$ cat config.mk
export PLATFORM = sky130hd
export DESIGN_NAME = olpo_group
export DESIGN_NICKNAME = d
export VERILOG_FILES = /design/src/rtl/ordered_list_positional_ops_assert.svh /design/src/rtl/olpo_pkg.sv /design/src/rtl/olpo_group.sv
export SDC_FILE = /design/constraint.sdc
export NUM_CORES = 1
export LEC_CHECK = 0
export ABC_AREA = 1
export BUFFER_PORTS_ARGS = -buffer_cell sky130_fd_sc_hd__buf_2
export CAP_MARGIN = 25
export CORE_UTILIZATION = 41
export DETAILED_ROUTE_END_ITERATION = 8
export PLACE_DENSITY_LB_ADDON = 0.15
export SLEW_MARGIN = 20
export SYNTH_ARGS = -nofsm -noshare
export SYNTH_HDL_FRONTEND = slang
export SYNTH_SLANG_ARGS = --single-unit
$ cat constraint.sdc
create_clock -name vclk -period 4.1
set_clock_uncertainty 0.2 [all_clocks]
set_input_delay 0.205 -clock vclk [all_inputs]
set_output_delay 0.205 -clock vclk [all_outputs]
set_load 0.05 [all_outputs]
$ cat src/rtl/ordered_list_positional_ops_assert.svh
// ----------------------------------------------------------------------------
// Assertion macros
// Shared concurrent assertion forms, clocked on clk, disabled in reset.
// ----------------------------------------------------------------------------
`ifndef ORDERED_LIST_POSITIONAL_OPS_ASSERT_SVH
`define ORDERED_LIST_POSITIONAL_OPS_ASSERT_SVH

// consequent must hold in the same cycle
`define OLPO_ASSERT_NOW(lbl, ant, con) \
    lbl: assert property (@(posedge clk) disable iff (!rst_n) (ant) |-> (con)) \
        else $error("olpo: assertion failed");

// consequent must hold in the next cycle
`define OLPO_ASSERT_NEXT(lbl, ant, con) \
    lbl: assert property (@(posedge clk) disable iff (!rst_n) (ant) |=> (con)) \
        else $error("olpo: assertion failed");

`endif

$ cat src/rtl/olpo_pkg.sv
// ----------------------------------------------------------------------------
// olpo_pkg
// Types, codes and sizes shared by the ordered list blocks.
// ----------------------------------------------------------------------------
package olpo_pkg;

    localparam int CAPACITY  = 16;
    localparam int DATA_W    = 32;
    localparam int FUNC_W    = 3;
    localparam int POS_W     = 5;
    localparam int IDX_OUT_W = 4;
    localparam int LEN_W     = 5;
    localparam int STAT_W    = 2;

    localparam int IDX_W    = $clog2(CAPACITY);
    localparam int CNT_W    = $clog2(CAPACITY + 1);
    localparam int CMP_W    = (CNT_W > POS_W) ? CNT_W : POS_W;
    localparam int GRP_SIZE = 4;
    localparam int LIDX_W   = 2;
    localparam int NUM_GRP  = (CAPACITY + GRP_SIZE - 1) / GRP_SIZE;

    localparam logic [FUNC_W-1:0] OP_INSERT = 3'd0;
    localparam logic [FUNC_W-1:0] OP_DELETE = 3'd1;
    localparam logic [FUNC_W-1:0] OP_FIND   = 3'd2;
    localparam logic [FUNC_W-1:0] OP_ARGMIN = 3'd3;
    localparam logic [FUNC_W-1:0] OP_ARGMAX = 3'd4;

    localparam logic [STAT_W-1:0] ST_OK    = 2'd0;
    localparam logic [STAT_W-1:0] ST_FULL  = 2'd1;
    localparam logic [STAT_W-1:0] ST_EMPTY = 2'd2;

    typedef logic signed [DATA_W-1:0] data_t;

    typedef enum logic [1:0] {
        CMD_HOLD,
        CMD_LOAD,
        CMD_LEFT,
        CMD_RIGHT
    } cell_cmd_t;

    typedef enum logic {
        S_IDLE,
        S_REDUCE
    } fsm_state_t;

    typedef struct packed {
        logic              vld;
        data_t             value;
        logic [LIDX_W-1:0] lidx;
    } grp_res_t;

    typedef struct packed {
        logic             vld;
        data_t            value;
        logic [IDX_W-1:0] idx;
    } best_t;

endpackage

$ cat src/rtl/olpo_group.sv
// ----------------------------------------------------------------------------
// olpo_group
// Two-level tournament over four slots; lower index wins ties.
// ----------------------------------------------------------------------------
module olpo_group import olpo_pkg::*;
(
    input  data_t          vals [GRP_SIZE],
    input  logic           vlds [GRP_SIZE],
    input  logic           want_max,
    output grp_res_t       best
);

    function automatic grp_res_t pick(grp_res_t a, grp_res_t b, logic mx);
        logic better;
        better = b.vld && (!a.vld || (mx ? (b.value > a.value) : (b.value < a.value)));
        return better ? b : a;
    endfunction

    grp_res_t c [GRP_SIZE];
    grp_res_t w0;
    grp_res_t w1;

    always_comb
    begin
        for (int j = 0; j < GRP_SIZE; j++)
        begin
            c[j].vld   = vlds[j];
            c[j].value = vals[j];
            c[j].lidx  = LIDX_W'(j);
        end
        w0   = pick(c[0], c[1], want_max);
        w1   = pick(c[2], c[3], want_max);
        best = pick(w0, w1, want_max);
    end

endmodule

==> reports/results.txt <==
Critical path buffer and inverter count: 5
Fin. Hold Viols: 0
Max Freq: 0.204 GHz
First-pass GRT wire length: 28200 um
Clock buf count: 0
Worst hold path depth: 6
VDD IR-drop max: 0.206 mV
Layout cells sized above 1: 0.561
Worst Path Arrival: 4.50 ns
Post-route ant nets: 0
Commonest non-fill, non-tap cell in the layout: buf_4
Gr usage total: 0.299
Die Span Y: 108 um
PortBufs: 168
Most frequent cells in the layout: buf_4, nand2_1, inv_1
Vias per cell: 5.46
WL per Instance: 17.4 um
I/O pin total: 168
WL final: 23000 um
Fin cells: 1321
Area of the multi-input gates: 0.00499 mm2
Vias in the first global route: 6372
HPWL Detailed: 12700 um
Placed insts: 1282
Fill cells: 644
Crit path max-delay family: simple AND/OR/NAND/NOR gates
Register Area: 0 um2
# hold bufs at CTS: 0
Worst Path Required: 3.69 ns
Slew Viols, Final: 0
Drt pass-1 iters: 6
Diodes inserted: 0
Core area: 0.0109 mm2
Initial Utilization: 0.422
# nets final: 1412
DR vias: 7207
Critical path peak fanout: 7
Status: finished, violations left
Most frequent CP cell: nand2_2
WHS: 0.691 ns
Mean Syn Cell Area: 5.71 um2
GRT overflow: 0
Hold crit path type: in2out
Crit-path max cell delay: 0.33 ns
HP Start: vals[96]
Least-Margin Pin Slew: 0.653 ns
Mapped Area: 0.00459 mm2
P&R area growth vs syn: 98.9%
Largest net degree at the start of global routing: 21
Slew margin rel.: 0.565
PD cells: 242 mW/mm2
CP Capture Type: output port
Fin util: 0.839
WHS Endpoint: best[2]
Synthesis Warnings: 0
Seq/Total Area, Yosys: 0
Syn_nets: 1034
Slowest cell on the critical path: and2b_1
CP Class: in2out
Cell count after synthesis: 805
Die ar.: 0.0116 mm2
TNS Setup: -25.26 ns
Crit path launch type: input pin
P_leak: 5.12 nW
Period utilization: 1.20
Row count: 38
Setup violators final: 34
Unique masters post-synth: 29
GPL Wtd Cong: 0.843
Pre-CTS setup slack: -0.634 ns
RSZ-0062 raised after global routing: yes
DRC viols: 0
Post-route setup slack: -0.805 ns
Failing checks: setup timing
Seq_cells: 0
Max-cap violations: 0
First DRT Iteration DRCs: 736
Crit path time final: 4.91 ns
Chip Width: 108 um
Initial antenna violation count: 0
stage by stage:
step	total power [mW]	instance area, um2
2_1_floorplan	0.977	4650
3_3_place_gp	1.45	7020
3_5_place_dp	1.46	7020
4_1_cts	1.84	8090
5_1_grt	2.33	9140
6_report	2.21	9140
layer usage:
layer	global-route usage	share of wire
met5	0	0
met4	0.0871	0.060
met3	0.0236	0.096
met2	0.560	0.48
met1	0.360	0.36
cells by family after synthesis:
logic type | share of synthesized area
simple gates | 0.500
buf+inv | 0.172
fa+ha+maj | 0.261
compound gates | 0.0670
report_power, final:
group / switching (mW) / internal, mW
clock network: 0 / 0
registers: 0 / 0
logic: 1.21 / 1.00
total: 1.21 / 1.00
timing repair:
action,in CTS,in global routing
endpoints found under the setup margin,34,34
pin swaps,17,60
gates resized for setup,182,194
cloned,6,4
buffers inserted,28,5
Yosys cell counts:
| master | number | share of area |
|---|---|---|
| nor3_1 | 1 | 0.0011 |
| nand3_1 | 113 | 0.12 |
| or2_2 | 3 | 0.0041 |
| nand2_1 | 232 | 0.19 |
| a21oi_1 | 43 | 0.047 |
| nor2_1 | 29 | 0.024 |
| clkbuf_1 | 6 | 0.0049 |
| inv_1 | 156 | 0.13 |
| inv_8 | 1 | 0.0025 |
| ha_1 | 96 | 0.26 |
| a21o_1 | 2 | 0.0033 |
| nand2_8 | 1 | 0.0044 |
| buf_12 | 3 | 0.013 |
| nand3_4 | 1 | 0.0038 |
| nand2_2 | 13 | 0.018 |
| buf_6 | 3 | 0.0074 |
| and2b_1 | 1 | 0.0016 |
| nor4_4 | 1 | 0.0046 |
| buf_2 | 9 | 0.0098 |
| o21ai_1 | 1 | 0.0011 |
| o21bai_1 | 1 | 0.0016 |
| nor4_1 | 1 | 0.0014 |
| buf_4 | 3 | 0.0049 |
| and2_1 | 32 | 0.044 |
| o21a_1 | 4 | 0.0065 |
| buf_1 | 2 | 0.0016 |
| nand4_1 | 7 | 0.0095 |
| o21ai_0 | 7 | 0.0076 |
| nand3_2 | 33 | 0.072 |
how the worst max path moves through the flow:
stage | from | endpoint | slack (ns) | cells past startpoint
after floorplan | vals[53] | best[4] | 0.007 | 29
after global placement | vals[47] | best[3] | -0.59 | 32
after detailed placement | vals[47] | best[2] | -0.63 | 33
after CTS | vals[46] | best[13] | -0.40 | 33
after global routing | vals[61] | best[22] | -1.05 | 32
final | vals[51] | best[23] | -0.81 | 32
final cells by class:
type,instances,share of cell area
inverter,157,0.0669
multi-input combinational,622,0.546
tap,140,0.0192
timing repair buffer,402,0.368
Note: power is estimated with default switching activity, not from simulation.
