**config.mk**
```make
export PLATFORM = sky130hd
export DESIGN_NAME = olpo_cell
export DESIGN_NICKNAME = d
export VERILOG_FILES = /design/src/rtl/ordered_list_positional_ops_assert.svh /design/src/rtl/olpo_pkg.sv /design/src/rtl/olpo_cell.sv
export SDC_FILE = /design/constraint.sdc
export NUM_CORES = 1
export LEC_CHECK = 0
export ABC_AREA = 1
export ABC_CLOCK_PERIOD_IN_PS = 1250
export BUFFER_PORTS_ARGS = -buffer_cell sky130_fd_sc_hd__clkbuf_2
export CAP_MARGIN = 0
export CORE_MARGIN = 2
export CORE_UTILIZATION = 25
export CTS_CLUSTER_SIZE = 12
export DETAILED_ROUTE_END_ITERATION = 12
export GPL_ROUTABILITY_DRIVEN = 0
export PLACE_DENSITY = 0.68
export SETUP_SLACK_MARGIN = 0.02
export SLEW_MARGIN = 25
export SYNTH_ARGS = -nofsm -noshare
export SYNTH_HDL_FRONTEND = slang
export SYNTH_SLANG_ARGS = --single-unit
```
**constraint.sdc**
```tcl
create_clock -name clk -period 1.25 [get_ports clk]
set_clock_uncertainty 0.15 [all_clocks]
set_input_delay 0.0625 -clock clk [delete_from_list [all_inputs] [get_ports clk]]
set_output_delay 0.0625 -clock clk [all_outputs]
set_load 0.02 [all_outputs]
```
**src/rtl/ordered_list_positional_ops_assert.svh**
```systemverilog
// ----------------------------------------------------------------------------
// Assertion macros
// Shared concurrent assertion forms, clocked on clk, disabled in reset.
// ----------------------------------------------------------------------------
`ifndef ORDERED_LIST_POSITIONAL_OPS_ASSERT_SVH
`define ORDERED_LIST_POSITIONAL_OPS_ASSERT_SVH

// consequent must hold in the same cycle
`define OLPO_ASSERT_NOW(lbl, ant, con) \
    lbl: assert property (@(posedge clk) disable iff (!rst_n) (ant) |-> (con)) \
        else $error("olpo: assertion failed");

// consequent must hold in the next cycle
`define OLPO_ASSERT_NEXT(lbl, ant, con) \
    lbl: assert property (@(posedge clk) disable iff (!rst_n) (ant) |=> (con)) \
        else $error("olpo: assertion failed");

`endif

```
**src/rtl/olpo_pkg.sv**
```systemverilog
// ----------------------------------------------------------------------------
// olpo_pkg
// Types, codes and sizes shared by the ordered list blocks.
// ----------------------------------------------------------------------------
package olpo_pkg;

    localparam int CAPACITY  = 16;
    localparam int DATA_W    = 32;
    localparam int FUNC_W    = 3;
    localparam int POS_W     = 5;
    localparam int IDX_OUT_W = 4;
    localparam int LEN_W     = 5;
    localparam int STAT_W    = 2;

    localparam int IDX_W    = $clog2(CAPACITY);
    localparam int CNT_W    = $clog2(CAPACITY + 1);
    localparam int CMP_W    = (CNT_W > POS_W) ? CNT_W : POS_W;
    localparam int GRP_SIZE = 4;
    localparam int LIDX_W   = 2;
    localparam int NUM_GRP  = (CAPACITY + GRP_SIZE - 1) / GRP_SIZE;

    localparam logic [FUNC_W-1:0] OP_INSERT = 3'd0;
    localparam logic [FUNC_W-1:0] OP_DELETE = 3'd1;
    localparam logic [FUNC_W-1:0] OP_FIND   = 3'd2;
    localparam logic [FUNC_W-1:0] OP_ARGMIN = 3'd3;
    localparam logic [FUNC_W-1:0] OP_ARGMAX = 3'd4;

    localparam logic [STAT_W-1:0] ST_OK    = 2'd0;
    localparam logic [STAT_W-1:0] ST_FULL  = 2'd1;
    localparam logic [STAT_W-1:0] ST_EMPTY = 2'd2;

    typedef logic signed [DATA_W-1:0] data_t;

    typedef enum logic [1:0] {
        CMD_HOLD,
        CMD_LOAD,
        CMD_LEFT,
        CMD_RIGHT
    } cell_cmd_t;

    typedef enum logic {
        S_IDLE,
        S_REDUCE
    } fsm_state_t;

    typedef struct packed {
        logic              vld;
        data_t             value;
        logic [LIDX_W-1:0] lidx;
    } grp_res_t;

    typedef struct packed {
        logic             vld;
        data_t            value;
        logic [IDX_W-1:0] idx;
    } best_t;

endpackage

```
**src/rtl/olpo_cell.sv**
```systemverilog
// ----------------------------------------------------------------------------
// olpo_cell
// One list slot: holds, loads or shifts in a neighbor's entry; match compare.
// ----------------------------------------------------------------------------
module olpo_cell import olpo_pkg::*;
(
    input  logic      clk,
    input  cell_cmd_t cmd,
    input  data_t     left_val,
    input  data_t     right_val,
    input  data_t     new_val,
    input  data_t     key,
    input  logic      valid,
    output data_t     entry,
    output logic      match
);

    data_t entry_reg;
    data_t entry_next;

    always_comb
    begin
        unique case (cmd)
            CMD_HOLD:  entry_next = entry_reg;
            CMD_LOAD:  entry_next = new_val;
            CMD_LEFT:  entry_next = left_val;
            CMD_RIGHT: entry_next = right_val;
            default:   entry_next = entry_reg;
        endcase
    end

    always_ff @(posedge clk)
    begin
        entry_reg <= entry_next;
    end

    assign entry = entry_reg;
    assign match = valid && (entry_reg == key);

endmodule

```
==> impl_metrics.ini <==
[run_status]
outcome = complete, but fails checks
violations = negative setup slack

[global_route]
overflow = 0
grt_use_total_pct = 21.3
grt_max_degree = 33
antenna_found_initial = 0
grt_pass1_wl_um = 16400
grt_pass1_vias = 3457

[yosys]
ys_seq_area_share_pct = 43.1
yosysTopAreaCell = edfxtp_1
synth_area_um2 = 2230
synthesis.instances = 317
ys_ff_latch = 32
synth.top_cells.by_area = edfxtp_1, nand2_1, nand3_1
syn_avg_cell_area_um2 = 7.03
syn_nets = 449
synth_top_area_share_pct = 43.1
yosysWarnings = 0
synthDistinctLibCells = 16

[timing]
fin_crit_sh_pct = 140
setup_violations = 1
slew_headroom_pct = 70.0
setup_tns_ps = -503
tightest_slew_ps = 450
hold_ws_ps = 28.6
fmax_mhz = 570
period_minus_slack_ps = 1750
slew_violations = 0
worst_slack_ps = -503
rsz0062_at_grt = yes
hold_violations = 0

[cts]
clock_path_buffers = 2
cts_tree = yes
cts-buffers-inserted = 5
cts_root_buf = clkbuf_8
clkTransAtPathRegs_ps = 70
htreeDepth = 2
clock-sinks = 32

[final_layout]
drive_gt1_share_pct = 35.5
seq_area_um2 = 961
nFillCells = 769
area_delta_synth_final_pct = 106
multi_input_area_um2 = 1060
diodes = 0
largest_reg_flops = 32
nets = 731

[die]
io_pins = 165
die_height_um = 98.4
initial_core_util_pct = 25.7
placement_rows = 34
dieArea_um2 = 9690
core_area_um2 = 8680
die_w_um = 98.4

[min_path]
hold_path_class = in -> reg
hold_depth = 3
hold_start = right_val[25]

[placement]
hpwl_um = 6750
place_ws_ps = -383
io_buffers = 164

[setup_path]
crit_type = reg -> out
crit_start = entry[21]
critPathCapture = match
crit_fanout = 3
crit_arrival_ps = 1540
end_kind = output port
start_kind = flop
required_ps = 1040

[drt]
via_per_inst = 4.65
vias = 3292
route.detailed.drc = 0
drt_iter0_markers = 231
ant_nets = 0
wire_per_inst_um = 15.0
drt-total-wl_um = 10700
firstDrtPassIters = 5

[job]
cap_violations = 0

[power_and_ir_drop]
power_density_nw_per_um2 = 818
vdd_drop_max_mv = 0.464
p_leak_nw = 2.39
[kinds of logic after synthesis]
family                 share of synthesized area [%]
AND/OR/NAND/NOR                                 40.9
buffers and inverters                           11.2
flip-flops                                      43.1
XOR/XNOR                                        3.14
AO/OA/AOI/OAI                                   1.68
[cells in the final DEF, fill, tap and decap left out, types with 2 or more instances in the layout]
cell / count
dlygate4sd3_1: 94
nor2_2: 3
inv_1: 40
buf_6: 20
nand2_2: 2
nor2_1: 15
edfxtp_1: 32
nand2_1: 124
o21ai_0: 5
clkbuf_2: 145
buf_8: 8
xnor2_1: 4
xor2_1: 3
nand3_2: 2
nand3_1: 64
buf_4: 21
clkbuf_8: 5
clkbuf_1: 2
[cell usage after synthesis (all sizes together)]
cell type	number
nand3	66
o211ai	1
xor2	3
nand2	126
buf	14
nor2	20
o21ai	6
edfxtp	32
inv	41
nor3	2
or2	1
xnor2	5
[layout make-up]
type / instances / area share, %
flip-flops and latches: 32 / 21.0
inverters: 41 / 3.41
clock inverters: 1 / 0.0819
repair buffers: 289 / 47.8
well taps: 108 / 2.95
clock buffers: 7 / 1.67
multi-input cells: 230 / 23.2
[worst max-delay path, cell delays in order (launching register included)]
cell,delay [ps]
edfxtp_1,470
nand2_2,120
nand2_2,60
nor2_1,90
nand2_1,70
nor2_2,120
nand3_2,100
nor2_4,120
buf_8,120
[repair_timing]
| item | in CTS | in global routing |
|---|---|---|
| pin swaps | 2 | 6 |
| endpoints found under the setup margin | 8 | 19 |
| gates resized for setup | 24 | 55 |
| cloned | 0 | 0 |
| endpoints found under the hold margin | 32 | 0 |
| setup buffers | 5 | 11 |
| hold buffers | 94 | 0 |
[where the power goes]
| part | switching (mW) | internal [mW] |
|---|---|---|
| clock network | 0.364 | 0.387 |
| logic | 0.718 | 0.834 |
| registers | 0.104 | 1.34 |
[through the flow]
step           total power, mW  cells  cell area, µm²  util, %
6_report                  3.75    708            4580     52.8
5_1_grt                   3.95    708            4580     52.8
4_1_cts                   3.64    709            4480     51.6
3_5_place_dp              2.59    606            3340     38.5
3_3_place_gp              2.57    606            3340     38.5
2_1_floorplan             1.98    317            2240        -
[worst min-delay path by stage]
stage                end  slack (ps)
2_1_floorplan   entry[0]         100
3_3_place_gp   entry[14]         190
3_5_place_dp   entry[18]         190
4_1_cts        entry[25]          20
5_1_grt        entry[25]          50
6_report       entry[25]          30
[layer usage]
layer	share of wire [%]	track usage [%]	wire, µm
met1	36	22.6	3840
met2	52	38.1	5490
met3	6.8	4.82	721
met4	5.7	13.4	609
met5	0	0	0
Note: power is estimated with default switching activity, not from simulation.
